`src/sv/kmnpd_pkg.sv`:
```
// ----------------------------------------------------------------------------
// Key matrix new-press detector: shared types and constants
// Field widths, the item codes and the default matrix size.
// ----------------------------------------------------------------------------
package kmnpd_pkg;

  // Default matrix size.
  localparam int ColumnsDef = 24;
  localparam int RowsDef    = 5;

  // Field widths of the items.
  localparam int RowBitsW = 5;
  localparam int KeyW     = 7;
  localparam int RowExtW  = 8;   // row word widened to the largest row count
  localparam int InDataW  = 16;  // row_bits and key_index, padded to bytes
  localparam int OutDataW = 16;  // new_press, key_code and key_down, padded

  // Kind of an input item.
  typedef enum logic [0:0] {
    OpSample = 1'b0,
    OpQuery  = 1'b1
  } op_e;

  // Kind of a result item.
  typedef enum logic [0:0] {
    KindScan  = 1'b0,
    KindQuery = 1'b1
  } res_kind_e;

endpackage

```
`src/sv/key_matrix_new_press_detector.sv`:
```
// ----------------------------------------------------------------------------
// Key matrix new-press detector
// Takes row samples column by column, reports the first new press of each
// scan at the last column and answers queries on whether a key is held down.
// ----------------------------------------------------------------------------
// A result item passes the stage 1 register and then the output register.
// Throughput: one item per cycle unless a result waits on a full output register; the
// row memories are read on accept and written back from stage 1, with forwarding.
// Reset: the valid bits of both row memories clear at once, so every column
// reads as released; there is no clearing pass and items are taken at once.
module key_matrix_new_press_detector #(
  parameter int COLUMNS = kmnpd_pkg::ColumnsDef,
  parameter int ROWS    = kmnpd_pkg::RowsDef
) (
  input  logic                          clk_i,
  input  logic                          rst_ni,
  // Input items.
  input  logic                          s_axis_tvalid,
  output logic                          s_axis_tready,
  input  logic [kmnpd_pkg::InDataW-1:0] s_axis_tdata,  // row_bits[4:0], key_index[11:5]
  input  logic                          s_axis_tuser,  // operation
  // Result items.
  output logic                          m_axis_tvalid,
  input  logic                          m_axis_tready,
  output logic [kmnpd_pkg::OutDataW-1:0] m_axis_tdata, // new_press[0], key_code[7:1],
                                                       // key_down[8]
  output logic                          m_axis_tuser   // result_kind
);
  import kmnpd_pkg::*;

  localparam int ColW    = (COLUMNS > 1) ? $clog2(COLUMNS) : 1;
  localparam int RowIdxW = (ROWS > 1) ? $clog2(ROWS) : 1;
  localparam logic [ColW-1:0] LastCol = ColW'(COLUMNS - 1);
  localparam logic [KeyW-1:0] ColsK   = KeyW'(COLUMNS);
  localparam logic [8:0]      KeyCntK = 9'(ROWS * COLUMNS);

  // Unpack the input item.
  op_e                 op_in;
  logic [RowBitsW-1:0] row_bits_in;
  logic [KeyW-1:0]     key_in;
  logic [RowExtW-1:0]  rows_ext;
  logic [ROWS-1:0]     rows_in;

  assign op_in       = op_e'(s_axis_tuser);
  assign row_bits_in = s_axis_tdata[RowBitsW-1:0];
  assign key_in      = s_axis_tdata[RowBitsW+KeyW-1:RowBitsW];
  assign rows_ext    = {{(RowExtW-RowBitsW){1'b0}}, row_bits_in};
  assign rows_in     = rows_ext[ROWS-1:0];

  // Stage 0 and stage 1 control.
  logic            s_acc;
  logic            s1_vld_q;
  op_e             s1_op_q;
  logic            s1_last_q;
  logic [ColW-1:0] s1_col_q;
  logic [ROWS-1:0] s1_rows_q;
  logic            s1_inr_q;
  logic [RowIdxW-1:0] s1_row_q;
  logic            s1_res;
  logic            s1_go;
  logic            s1_fire;
  logic            m_vld_q;

  assign s1_res        = s1_vld_q && ((s1_op_q == OpQuery) || s1_last_q);
  assign s1_go         = !s1_res || !m_vld_q || m_axis_tready;
  assign s1_fire       = s1_vld_q && s1_go;
  assign s_axis_tready = !s1_vld_q || s1_go;
  assign s_acc         = s_axis_tvalid && s_axis_tready;

  // Split a queried key number into row and column by repeated subtraction.
  logic [KeyW-1:0] q_rem;
  logic [3:0]      q_row;
  logic            q_inr;
  logic [ColW-1:0] q_col;

  always_comb begin
    q_rem = key_in;
    q_row = '0;
    for (int i = 0; i < ROWS; i++) begin
      if (q_rem >= ColsK) begin
        q_rem = q_rem - ColsK;
        q_row = q_row + 4'd1;
      end
    end
    q_inr = ({2'b00, key_in} < KeyCntK);
    q_col = q_inr ? q_rem[ColW-1:0] : '0;
  end

  // Column counter: the next column to be sampled.
  logic [ColW-1:0] col_q;
  logic [ColW-1:0] col_d;
  logic [ColW-1:0] rd_addr;

  assign rd_addr = (op_in == OpSample) ? col_q : q_col;

  always_comb begin
    col_d = col_q;
    if (s_acc && (op_in == OpSample)) begin
      col_d = (col_q == LastCol) ? '0 : col_q + ColW'(1);
    end
  end

  always_ff @(posedge clk_i or negedge rst_ni) begin
    if (!rst_ni) begin
      col_q    <= '0;
      s1_vld_q <= 1'b0;
    end else begin
      col_q <= col_d;
      if (s_acc) begin
        s1_vld_q <= 1'b1;
      end else if (s1_go) begin
        s1_vld_q <= 1'b0;
      end
    end
  end

  // Stage 1 payload.
  always_ff @(posedge clk_i) begin
    if (s_acc) begin
      s1_op_q   <= op_in;
      s1_last_q <= (col_q == LastCol);
      s1_col_q  <= rd_addr;
      s1_rows_q <= rows_in;
      s1_inr_q  <= q_inr;
      s1_row_q  <= q_row[RowIdxW-1:0];
    end
  end

  // Write-back enables from stage 1.
  logic hit_seen_q;
  logic cur_we;
  logic prev_we;

  assign cur_we  = s1_fire && (s1_op_q == OpSample);
  assign prev_we = cur_we && !hit_seen_q;

  // Valid bits: an entry not yet written reads as all released.
  logic [COLUMNS-1:0] cur_vld_q;
  logic [COLUMNS-1:0] prev_vld_q;

  always_ff @(posedge clk_i or negedge rst_ni) begin
    if (!rst_ni) begin
      cur_vld_q  <= '0;
      prev_vld_q <= '0;
    end else begin
      if (cur_we) begin
        cur_vld_q[s1_col_q] <= 1'b1;
      end
      if (prev_we) begin
        prev_vld_q[s1_col_q] <= 1'b1;
      end
    end
  end

  // Row memories with registered read data.
  logic [ROWS-1:0] cur_mem  [COLUMNS];
  logic [ROWS-1:0] prev_mem [COLUMNS];
  logic [ROWS-1:0] cur_raw_q;
  logic [ROWS-1:0] prev_raw_q;

  always_ff @(posedge clk_i) begin
    if (cur_we) begin
      cur_mem[s1_col_q] <= s1_rows_q;
    end
    if (s_acc) begin
      cur_raw_q <= cur_mem[rd_addr];
    end
  end

  always_ff @(posedge clk_i) begin
    if (prev_we) begin
      prev_mem[s1_col_q] <= s1_rows_q;
    end
    if (s_acc) begin
      prev_raw_q <= prev_mem[rd_addr];
    end
  end

  // Read qualifiers: valid bit, or forwarding from a write on the same edge.
  logic cur_ok_q;
  logic prev_ok_q;
  logic cur_fwd_q;
  logic prev_fwd_q;
  logic [ROWS-1:0] fwd_rows_q;

  always_ff @(posedge clk_i) begin
    if (s_acc) begin
      cur_ok_q   <= cur_vld_q[rd_addr];
      prev_ok_q  <= prev_vld_q[rd_addr];
      cur_fwd_q  <= cur_we && (s1_col_q == rd_addr);
      prev_fwd_q <= prev_we && (s1_col_q == rd_addr);
      fwd_rows_q <= s1_rows_q;
    end
  end

  logic [ROWS-1:0] cur_rows;
  logic [ROWS-1:0] prev_rows;

  assign cur_rows  = cur_fwd_q  ? fwd_rows_q : (cur_ok_q  ? cur_raw_q  : '0);
  assign prev_rows = prev_fwd_q ? fwd_rows_q : (prev_ok_q ? prev_raw_q : '0);

  // New-press check: lowest row pressed now but not before.
  logic [ROWS-1:0] fresh;
  logic            any_fresh;
  logic [8:0]      code_full;

  always_comb begin
    fresh     = s1_rows_q & ~prev_rows;
    any_fresh = |fresh;
    code_full = '0;
    for (int r = ROWS - 1; r >= 0; r--) begin
      if (fresh[r]) begin
        code_full = 9'(r * COLUMNS) + 9'(s1_col_q);
      end
    end
  end

  // Hit tracking across one scan.
  logic [KeyW-1:0] hit_code_q;
  logic            hit_now;

  assign hit_now = !hit_seen_q && any_fresh;

  always_ff @(posedge clk_i or negedge rst_ni) begin
    if (!rst_ni) begin
      hit_seen_q <= 1'b0;
      hit_code_q <= '0;
    end else if (cur_we) begin
      if (s1_last_q) begin
        hit_seen_q <= 1'b0;
        hit_code_q <= '0;
      end else if (hit_now) begin
        hit_seen_q <= 1'b1;
        hit_code_q <= code_full[KeyW-1:0];
      end
    end
  end

  // Result item assembly.
  res_kind_e       res_kind;
  logic            res_press;
  logic [KeyW-1:0] res_code;
  logic            res_down;

  always_comb begin
    res_kind  = KindScan;
    res_press = 1'b0;
    res_code  = '0;
    res_down  = 1'b0;
    case (s1_op_q)
      OpQuery: begin
        res_kind = KindQuery;
        res_down = s1_inr_q && cur_rows[s1_row_q];
      end
      OpSample: begin
        res_press = hit_seen_q || hit_now;
        res_code  = hit_seen_q ? hit_code_q : (hit_now ? code_full[KeyW-1:0] : '0);
      end
      default: begin
        res_kind = KindScan;
      end
    endcase
  end

  // Output register.
  res_kind_e       m_kind_q;
  logic            m_press_q;
  logic [KeyW-1:0] m_code_q;
  logic            m_down_q;

  always_ff @(posedge clk_i or negedge rst_ni) begin
    if (!rst_ni) begin
      m_vld_q <= 1'b0;
    end else if (s1_fire && s1_res) begin
      m_vld_q <= 1'b1;
    end else if (m_axis_tready) begin
      m_vld_q <= 1'b0;
    end
  end

  always_ff @(posedge clk_i) begin
    if (s1_fire && s1_res) begin
      m_kind_q  <= res_kind;
      m_press_q <= res_press;
      m_code_q  <= res_code;
      m_down_q  <= res_down;
    end
  end

  assign m_axis_tvalid = m_vld_q;
  assign m_axis_tuser  = m_kind_q;
  assign m_axis_tdata  = {{(OutDataW-KeyW-2){1'b0}}, m_down_q, m_code_q, m_press_q};

`ifndef ASSERT_OFF
  // Stage 1 only waits behind a full output register.
  assert property (@(posedge clk_i) disable iff (!rst_ni)
    (s1_vld_q && !s1_go) |-> m_vld_q)
    else $error("stage 1 stalled with the output register empty");

  // The column counter never leaves the matrix.
  assert property (@(posedge clk_i) disable iff (!rst_ni)
    col_q <= LastCol)
    else $error("column counter out of range");

  // The last column of a scan starts the next scan with no hit.
  assert property (@(posedge clk_i) disable iff (!rst_ni)
    (cur_we && s1_last_q) |=> !hit_seen_q)
    else $error("hit state survived the end of a scan");

  // Without a hit the latched code stays clear.
  assert property (@(posedge clk_i) disable iff (!rst_ni)
    !hit_seen_q |-> (hit_code_q == '0))
    else $error("hit code set without a hit");
`endif

endmodule
```
`config.mk`:
```
export PLATFORM = sky130hd
export DESIGN_NAME = key_matrix_new_press_detector
export DESIGN_NICKNAME = d
export VERILOG_FILES = /design/src/sv/kmnpd_pkg.sv /design/src/sv/key_matrix_new_press_detector.sv
export SDC_FILE = /design/constraint.sdc
export NUM_CORES = 1
export LEC_CHECK = 0
export BUFFER_PORTS_ARGS = -buffer_cell sky130_fd_sc_hd__buf_4
export CORE_AREA = 2 2 165 167
export DETAILED_ROUTE_END_ITERATION = 8
export DIE_AREA = 0 0 167 169
export PLACE_DENSITY = 0.76
export SYNTH_ARGS = -nofsm -noshare
export SYNTH_HDL_FRONTEND = slang
export SYNTH_SLANG_ARGS = --single-unit
export TNS_END_PERCENT = 5
```
`constraint.sdc`:
```
create_clock -name clk_i -period 3.8 [get_ports clk_i]
set_input_delay 0.76 -clock clk_i [delete_from_list [all_inputs] [get_ports clk_i]]
set_output_delay 0.76 -clock clk_i [all_outputs]
set_load 0.01 [all_outputs]
```
### After elaboration in Yosys (flattened, before gate mapping)

Memory sizes are Yosys's and may differ from the RTL's. A register that Yosys moved wholly into a read port is not among the register bits.
Cells that the tools add are included.

| word-level totals | value |
|---|---|
| bits in registers | 98 |
| latch bits | 0 |
| bits in writable memories | 240 |
| memory bits (read-only) | 0 |
| input bits | 21 |
| output and inout bits | 19 |
| logic and storage cells | 127 |
| memories kept | 2 |

Memories:

| name | depth | bits a word | read ports | clocked after Yosys merged registers in | wr ports | line | text |
|---|---|---|---|---|---|---|---|
| cur_mem | 24 | 5 | 1 | 1 | 1 | key_matrix_new_press_detector.sv:156 | `logic [ROWS-1:0] cur_mem [COLUMNS];` |
| prev_mem | 24 | 5 | 1 | 1 | 1 | key_matrix_new_press_detector.sv:157 | `logic [ROWS-1:0] prev_mem [COLUMNS];` |

| cells by class | value |
|---|---|
| $add $sub $neg | 14 |
| multiply operators | 0 |
| div/mod/pow operators | 0 |
| $lt $le $gt $ge | 10 |
| equality and inequality tests | 2 |
| shift-type cells | 0 |
| muxes and demuxes | 45 |
| bitwise logic cells | 6 |
| reductions and logical operators | 26 |

Operator list:

| cell | number |
|---|---|
| 2-to-1 mux 7 bit | 13 |
| OR 24 bit | 2 |
| 2-to-1 mux 5 bit | 8 |
| greater-or-equal comparator 7 x 5 -> 1 bit (second input constant) | 5 |
| subtractor 7 x 5 -> 7 bit (second input constant) | 4 |
| 2-to-1 mux 1 bit | 16 |
| adder 7 x 5 -> 7 bit (first input constant) | 2 |
| logical AND 1 bit | 12 |
| less-than comparator 5 x 6 -> 1 bit (second input constant) | 2 |
| 2-to-1 mux 3 bit | 4 |
| binary-select mux 1 bit (select 5 bit) | 2 |
| adder 3 x 1 -> 3 bit (second input constant) | 3 |
| adder 6 x 5 -> 7 bit (first input constant) | 1 |
| less-than comparator 7 bit (second input constant) | 1 |
| adder 5 x 5 -> 6 bit (first input constant) | 1 |
| nonzero test 2 bit | 3 |
| adder 5 x 1 -> 5 bit (second input constant) | 1 |
| bitwise AND 5 bit | 1 |
| demux 1 bit (select 5 bit) | 1 |
| == test 5 bit | 1 |
| == test 5 bit (second input constant) | 1 |
| greater-or-equal comparator 5 x 1 -> 1 bit (second input constant) | 1 |
| logical OR 1 bit | 5 |
| NOT 5 bit | 1 |
| 8 further kinds | 12 |

### Logic depth before layout (Yosys ltp)

Gate-level depths: netlist (run 1).

| logic depth | value |
|---|---|
| depth after elaboration | 14 |
| depth in mapped cells | 29 |
| depth with buffers taken out | 24 |

### Worst setup path after synthesis (run 1)

No wires, ideal clock.

| timing | value |
|---|---|
| path type | in2reg |
| from | input port s_axis_tdata[8] (netlist name) |
| to | register cur_raw_q[1] (read register of cur_mem), data pin |
| library setup time | 0.262 ns |
| data arrival time | 5.659 ns |
| required time | 3.538 ns |
| slack | -2.121 ns |
| cell stages on the path | 27 |
| buffers on the path | 5 |
| path through | ha_1 buf_6 or3_4 inv_1 xnor2_1 ha_1 buf_4 o21a_1 a211oi_2 a22oi_2 ha_1 clkbuf_1 nor2_2 mux2_2 ha_1 a31oi_1 o2111ai_4 mux2i_1 inv_1 ha_1 a21oi_2 a211oi_4 or2_1 buf_6 buf_6 a311oi_2 a21oi_1 |

| on the way | value |
|---|---|
| longest elaborated chain between the ends | 12 |
| elaborated cells on any way between the ends | 18 |
| those cells by class | add/sub: 5; order compare: 6; mux: 7 |

Ends and longest elaborated chain:

| what | line | text |
|---|---|---|
| from (decl) | key_matrix_new_press_detector.sv:20 | `input logic [kmnpd_pkg::InDataW-1:0] s_axis_tdata,` |
| subtractor 7 x 5 -> 7 bit or greater-or-equal comparator 7 x 5 -> 1 bit (tied branches) | key_matrix_new_press_detector.sv:81, key_matrix_new_press_detector.sv:80 |  |
| 2-to-1 mux 7 bit | key_matrix_new_press_detector.sv:80 | `if (q_rem >= ColsK) begin` |
| subtractor 7 x 5 -> 7 bit or greater-or-equal comparator 7 x 5 -> 1 bit (tied branches) | key_matrix_new_press_detector.sv:81, key_matrix_new_press_detector.sv:80 |  |
| 2-to-1 mux 7 bit | key_matrix_new_press_detector.sv:80 |  |
| subtractor 7 x 5 -> 7 bit or greater-or-equal comparator 7 x 5 -> 1 bit (tied branches) | key_matrix_new_press_detector.sv:81, key_matrix_new_press_detector.sv:80 |  |
| 2-to-1 mux 7 bit | key_matrix_new_press_detector.sv:80 |  |
| subtractor 7 x 5 -> 7 bit or greater-or-equal comparator 7 x 5 -> 1 bit (tied branches) | key_matrix_new_press_detector.sv:81, key_matrix_new_press_detector.sv:80 |  |
| 2-to-1 mux 7 bit | key_matrix_new_press_detector.sv:80 |  |
| greater-or-equal comparator 7 x 5 -> 1 bit or subtractor 5 bit (tied branches) | key_matrix_new_press_detector.sv:80, key_matrix_new_press_detector.sv:81 |  |
| 2-to-1 mux 5 bit | key_matrix_new_press_detector.sv:80 |  |
| 2-to-1 mux 5 bit * | key_matrix_new_press_detector.sv:86 | `q_col = q_inr ? q_rem[ColW-1:0] : '0;` |
| 2-to-1 mux 5 bit * | key_matrix_new_press_detector.sv:94 | `assign rd_addr = (op_in == OpSample) ? col_q : q_col;` |
| to (decl) | key_matrix_new_press_detector.sv:158 | `logic [ROWS-1:0] cur_raw_q;` |

Mark *: on every way between the ends. The rest lies on a longest branch, timed or not.
A chain may end at the register's enable or synchronous reset.

### Worst setup path after layout (run 1)

| timing | value |
|---|---|
| from | input port s_axis_tdata[9] (netlist name) |
| to | register prev_ok_q, data pin |

| on the way | value |
|---|---|
| longest elaborated chain between the ends | 14 |
| elaborated cells on any way between the ends | 20 |
| those cells by class | add/sub: 5; order compare: 6; mux: 9 |

Ends and longest elaborated chain:

| what | line | text |
|---|---|---|
| subtractor 7 x 5 -> 7 bit or greater-or-equal comparator 7 x 5 -> 1 bit (tied branches) | key_matrix_new_press_detector.sv:81, key_matrix_new_press_detector.sv:80 |  |
| 2-to-1 mux 7 bit | key_matrix_new_press_detector.sv:80 |  |
| subtractor 7 x 5 -> 7 bit or greater-or-equal comparator 7 x 5 -> 1 bit (tied branches) | key_matrix_new_press_detector.sv:81, key_matrix_new_press_detector.sv:80 |  |
| 2-to-1 mux 7 bit | key_matrix_new_press_detector.sv:80 |  |
| subtractor 7 x 5 -> 7 bit or greater-or-equal comparator 7 x 5 -> 1 bit (tied branches) | key_matrix_new_press_detector.sv:81, key_matrix_new_press_detector.sv:80 |  |
| 2-to-1 mux 7 bit | key_matrix_new_press_detector.sv:80 |  |
| subtractor 7 x 5 -> 7 bit or greater-or-equal comparator 7 x 5 -> 1 bit (tied branches) | key_matrix_new_press_detector.sv:81, key_matrix_new_press_detector.sv:80 |  |
| 2-to-1 mux 7 bit | key_matrix_new_press_detector.sv:80 |  |
| greater-or-equal comparator 7 x 5 -> 1 bit or subtractor 5 bit (tied branches) | key_matrix_new_press_detector.sv:80, key_matrix_new_press_detector.sv:81 |  |
| 2-to-1 mux 5 bit | key_matrix_new_press_detector.sv:80 |  |
| 2-to-1 mux 5 bit * | key_matrix_new_press_detector.sv:86 |  |
| 2-to-1 mux 5 bit * | key_matrix_new_press_detector.sv:94 |  |
| binary-select mux 1 bit (select 5 bit) * | key_matrix_new_press_detector.sv:189 | `prev_ok_q <= prev_vld_q[rd_addr];` |
| 2-to-1 mux 1 bit (not written as such) * | key_matrix_new_press_detector.sv:189 |  |
| to (signal assigned) | key_matrix_new_press_detector.sv:189 |  |
| to (decl) | key_matrix_new_press_detector.sv:181 | `logic prev_ok_q;` |

Mark *: on every way between the ends. The rest lies on a longest branch, timed or not. The select of a mux whose other input is x is not followed.

==> results.toml, run 1 <==
[run_status]
status = "finished, violations left"
violations = "setup timing"

[floorplan]
placementRows = 60
dieArea_um2 = 28200
core_area_um2 = 26500
ios = 40
die_h_um = 169
start_util_pct = 59.2
die_x_um = 167

[synthesis]
synth_edf_count = 285
synth-xor-area-share_pct = 0.838
synthFlopType = "edfxtp_1"
synth_top_family_by_area = "simple AND/OR/NAND/NOR gates"
synth-compound-area-share_pct = 8.46
syn_inst = 1339
synth.mux.area_fraction_pct = 2.20
async_reset_ff_share_pct = 18.1
synth_seq_cells = 348
synthSimpleGateAreaFrac_pct = 19.0
synthAdderAreaFrac_pct = 1.20
yosysWarnings = 0
synth_area_um2 = 15700
ys_seq_area_share_pct = 64.6
syn_avg_cell_area_um2 = 11.7
ys_types = 78

[critical_path]
crit_required_ns = 4.19
regToRegEndpoint = "prev_mem[17][0]"
worst-path-buf-inv = 4
r2r-start = "s1_op_q"
worstSetupEndpointType = "flop"
crit_path_max_fanout = 8
rr_worst_depth = 7
critPathKind = "in -> reg"
path_cells = "buf_6 > ha_4 > or3_4 > nand2_2 > nand2_4 > ha_4 > and2b_1 > a221oi_2 > a211o_2 > nand4_2 > nor2_4 > mux2_4 > ha_4 > buf_4 > o211a_1 > a32o_1 > nor4_4 > a21oi_4 > buf_4 > a31o_2 > buf_4 > or3_1 > a211o_1 > nand4_1"
critPathTopFamily = "simple AND/OR/NAND/NOR gates"
regToRegSetupSlack_ns = 0.66
cp_slowest_cell = "or3_1"
crit_arrival_ns = 5.32
cp-start-kind = "input pin"
cpPeakStageDelay_ns = 0.38
crit_start = "s_axis_tdata[9]"

[sta]
worst_pin_slew_ns = 0.931
period_minus_slack_ns = 4.93
fmax_mhz = 203
hold_viol = 0
maxSlewHeadroom_pct = 37.9
slew_viol_final = 0
grt_setup_unrepaired = "true"
fin_skew_ns = 0.0190
layout_setup_ws_ns = -1.13
timing.final.crit_share_pct = 130
tns_ns = -18.96
setup_violations = 19

[clock_tree]
clk_pin_slew_ns = 0.06
h-tree-depth = 2
clkLatencyLatePin_ns = 0.53
cts_buffers = 36
cts_tree = "yes"
cts_buffer_depth = 3
clock_sinks = 348
root_buffer = "clkbuf_16"
cts_hold_buf = 0

[place]
gp_congestion = 0.879
dp.cells = 1737
dp_hpwl_um = 24100
portBuffers = 28
placed_cell_area_um2 = 17000

[cells_and_area]
area_growth_pct = 18.7
layout-drive-gt1-share_pct = 22.1
n_antenna_cell = 0
final_cells = 1822
final_cell_area_um2 = 18600
final_net_count = 1489
utilization_pct = 70.3

[detailed_routing]
post_drt_via_cell_ratio = 6.16
avgRoutedWirePerCell_um = 21.3
drc_errors = 0
drt-total-wl_um = 38900
vias = 11200
drtPass1Iterations = 5
drtIter0Drc = 1458
ant_nets = 0

[pwr]
ir_worst_vdd_mv = 0.588
finalPower_mw = 12.6
leakagePower_nw = 7.38
p_per_area_nw_per_um2 = 677

[global_routing]
antenna_found_initial = 0
grt_pass1_vias = 10900
grt_use_total_pct = 27.4
grt_start_max_net_pins = 74
grt_pass1_wl_um = 60500
grt_overflow_total = 0

[flow_run]
maxCapViolCount = 0

[min_path]
hp-class = "in -> async"
## flip-flops by register name (all words and copies together), names as in the netlist, 3 cells and up
name        flops
hit_code_q      7
fwd_rows_q      5
prev_vld_q     24
col_q           5
prev_raw_q      5
s1_row_q        3
s1_rows_q       5
prev_mem      120
cur_vld_q      24
cur_mem       120
m_code_q        7
cur_raw_q       5
s1_col_q        5
## cell usage in the layout (no fill, tap or decap), drive strengths merged, types with 5 or more instances in the layout
cell type	count
nor3	15
and2	8
edfxtp	285
nor3b	7
o31ai	8
nor2	50
dfrtp	63
xnor2	11
clkbuf	63
a21boi	5
inv	38
buf	155
a311oi	40
nand4	10
a211o	5
ha	15
nand3	79
nand2b	33
or3	9
a21oi	29
and3	41
or2	29
mux2i	6
conb	7
mux2	14
a31oi	32
nand2	333
o21ai	20
nor2b	9
a211oi	8
## logic make-up after synthesis
logic type	after synthesis
and+or+nand+nor	637
DFF	348
AOI/OAI and AO/OA	173
buffers and inverters	126
muxes	24
adders and majority gates	15
xor gates and xnor gates	15
other	1
## where the power goes
part / leakage, nW / switching, mW / internal [mW] / total (mW)
Clock: 0.556 / 1.41 / 2.01 / 3.41
Sequential: 3.40 / 0.323 / 4.67 / 5.00
Combinational: 3.43 / 2.23 / 1.96 / 4.19
Total: 7.38 / 3.96 / 8.64 / 12.6
## synth_stat cells, types with 10 or more instances
master    instances  share of area, %
nor2_1           49               1.2
xnor2_1          11              0.61
nand2_1         333               8.0
and3_1           41               1.6
clkbuf_1         53               1.3
a21oi_1          28              0.89
a31oi_1          32               1.3
nand2b_1         33               1.3
mux2_4           10              0.96
buf_4            13              0.62
or2_2            28               1.1
a311oi_1         35               2.0
dfrtp_1          63                10
buf_1            11              0.26
ha_1             15               1.2
nor3_1           15              0.48
o21ai_0          17              0.54
nand3_1          78               2.5
inv_1            39              0.93
edfxtp_1        285                55
## through the flow
| stage | setup slack, ns | hold WS (ns) |
|---|---|---|
| 2_1_floorplan | -1.65 | 0.429 |
| 3_3_place_gp | -1.63 | 0.444 |
| 3_5_place_dp | -1.82 | 0.447 |
| 4_1_cts | -1.16 | 0.387 |
| 5_1_grt | -1.32 | 0.403 |
| 6_report | -1.13 | 0.334 |
## area by class of cell
cell class | count | area [um^2]
Tap cell | 341 | 427
Fill cell | 1783 | 7880
Clock inverter | 5 | 40.0
Timing Repair Buffer | 157 | 1390
Multi-Input combinational cell | 871 | 5360
Sequential cell | 348 | 10100
Clock buffer | 61 | 1120
Inverter | 39 | 154
## worst reg2reg max path: cells and delay by family (launching register included)
kind               cells  cell delay [ns]
AOI/OAI and AO/OA      1             0.35
DFF                    1             0.55
and+or+nand+nor        6             1.89
## routing by layer
layer  GRT usage (%)  up-vias  part of all wire, %
li1                -     5023                    -
met1            38.2     5552                   40
met2            44.9      567                   49
met3            3.79       87                  8.3
met4            9.52        0                  2.8
met5               0        -                    0
## worst max path at each step
stage,depth (start not counted),to,slack [ns]
after floorplan,27,cur_raw_q[1],-1.65
after global placement,25,prev_raw_q[4],-1.63
after detailed placement,24,prev_raw_q[3],-1.82
after CTS,25,cur_raw_q[4],-1.16
after global routing,26,prev_fwd_q,-1.32
final,24,prev_ok_q,-1.13
## repair_timing
action	4_1_cts	5_1_grt
cloned	1	1
gates resized for setup	43	15
buffers inserted	8	9
pin swaps	36	23
endpoints found under the setup margin	19	19
Note: power is estimated with default switching activity, not from simulation.
==> run 2: changes to the inputs <==
Settings changed: RECOVER_POWER set to 100.
==> run 2 against run 1 <==
Compared with the run above: the flow finishes with violations (capacitance limit, slew limit, setup timing); largest power group unchanged; sequential cell count stayed put; combinational power is essentially flat; utilization shrank 0.45 points; register-to-register slack got worse by 0.51 ns; die area unchanged; first-iteration DRC count increased by 1.9%; non-clock buffer count did not move; maximum frequency decreased by 0.38%.
==> results.toml, run 2 (same netlist as run 1, synthesis figures left out) <==
[critical_path]
rr_worst_depth = 9
critPathKind = "in -> reg"
crit_start = "s_axis_tdata[9]"
crit_path_max_fanout = 8
r2r-start = "s1_rows_q[3]"
worstSetupEndpointType = "flop"
regToRegSetupSlack_ns = 0.15
crit_arrival_ns = 5.34
regToRegEndpoint = "m_code_q[4]"
crit_required_ns = 4.19
cp-start-kind = "input pin"
setup.worst_path.end = "prev_ok_q"

[cells_and_area]
top_regs = "cur_mem: 120 flops, prev_mem: 120 flops"
fillers = 1811
n_antenna_cell = 0
layout_commonest_cell = "nand2_1"
layout-drive-gt1-share_pct = 20.3
final_net_count = 1489
layout_common_cells = "nand2_1 (328), edfxtp_1 (285), buf_4 (106)"
area_growth_pct = 18.0

[pwr]
leakagePower_nw = 7.27
ir_worst_vdd_mv = 0.547
p_per_area_nw_per_um2 = 680

[sta]
slew_viol_final = 353
fin_skew_ns = 0.0186
hold_viol = 0
period_minus_slack_ns = 4.95
fmax_mhz = 202
maxSlewHeadroom_pct = -79.1
tns_ns = -19.23
setup_violations = 19
hold_ws_ns = 0.438
layout_setup_ws_ns = -1.15
grt_setup_unrepaired = "true"
timing.final.crit_share_pct = 130
worst_pin_slew_ns = 2.69

[run_status]
status = "finished, violations left"
violations = "capacitance limit, slew limit, setup timing"

[floorplan]
core_area_um2 = 26500
dieArea_um2 = 28200
die_h_um = 169
placementRows = 60
start_util_pct = 59.2
die_x_um = 167
ios = 40

[clock_tree]
clk_pin_slew_ns = 0.06
cts_buffer_depth = 3
root_buffer = "clkbuf_16"
cts_buffers = 36
clock_sinks = 348
clkLatencyLatePin_ns = 0.53
h-tree-depth = 2
cts_tree = "yes"

[detailed_routing]
ant_nets = 0
drtPass1Iterations = 7
post_drt_via_cell_ratio = 6.15
drt-total-wl_um = 38900
vias = 11200
avgRoutedWirePerCell_um = 21.3
drtIter0Drc = 1485
drc_errors = 0

[global_routing]
grt_start_max_net_pins = 74
grt_pass1_vias = 10900
antenna_found_initial = 0
grt_use_total_pct = 27.4
grt_pass1_wl_um = 60500
grt_overflow_total = 0

[min_path]
hp-class = "in -> reg"
min_delay_path_depth = 1

[place]
gp_congestion = 0.879
portBuffers = 28
pre_cts_slack_ns = -1.82
dp_hpwl_um = 24100

[flow_run]
maxCapViolCount = 7
==> run 2: final cells by class <==
cell class	count	area (um^2)	share of cell area [%]
clock buffer	61	1120	6.04
clock inverter	5	40.0	0.216
multi-input combinational	871	5340	28.9
sequential	348	10100	54.8
inverter	39	154	0.832
tap	341	427	2.31
timing repair buffer	157	1280	6.93
==> run 2: where the power goes <==
group / internal [mW] / switching (mW) / leakage [nW] / total (mW)
registers: 4.68 / 0.322 / 3.40 / 5.00
logic: 1.93 / 2.23 / 3.32 / 4.16
clock network: 2.01 / 1.41 / 0.556 / 3.41
total: 8.61 / 3.96 / 7.27 / 12.6
==> run 2: worst min path at each step <==
| stage | start | slack, ns | end |
|---|---|---|---|
| global route | s_axis_tdata[0] | 0.43 | s1_rows_q[0] |
| detailed placement | cur_vld_q[8] | 0.45 | cur_vld_q[8] |
| floorplan | cur_vld_q[13] | 0.43 | cur_vld_q[13] |
| global placement | cur_vld_q[12] | 0.44 | cur_vld_q[12] |
| CTS | rst_ni | 0.39 | col_q[2] |
| finish | s_axis_tdata[3] | 0.44 | s1_rows_q[3] |
==> run 2: repair_timing <==
| item | in CTS | in global routing |
|---|---|---|
| hold endpoints to repair | 0 | 0 |
| pin swaps | 36 | 23 |
| buffers inserted | 8 | 9 |
| gates resized for setup | 43 | 15 |
| hold buffers | 0 | 0 |
| gates cloned | 1 | 1 |
| setup endpoints to repair | 19 | 19 |
==> run 2: per-layer routing <==
layer  routed length, um  share of wire, %  GRT usage, %
met3                3370               8.7          3.79
met4                1110               2.8          9.52
met5                   0                 0             0
met1               15300                39          38.2
met2               19100                49          44.9
==> run 2: worst max-delay path, cell delays in order <==
cell	delay (ns)
buf_6	0.10
ha_4	0.15
or3_4	0.37
nand2_2	0.12
nand2_4	0.06
ha_4	0.18
and2b_1	0.18
a221oi_2	0.32
a211o_2	0.17
nand4_2	0.13
nor2_4	0.15
mux2_4	0.33
ha_4	0.17
buf_4	0.13
o211a_1	0.10
a32o_1	0.23
nor4_4	0.30
a21oi_4	0.12
buf_4	0.15
a31o_2	0.20
buf_4	0.15
or3_1	0.38
a211o_1	0.30
nand4_1	0.07
==> run 2: per-stage QoR <==
step	power, mW	util (%)	cells	cell area (um^2)
6_report	12.6	69.8	1822	18500
5_1_grt	13.1	69.8	1822	18500
4_1_cts	12.4	69.6	1812	18500
3_5_place_dp	8.61	64.0	1737	17000
3_3_place_gp	8.49	64.0	1737	17000
2_1_floorplan	7.31	-	1345	15800
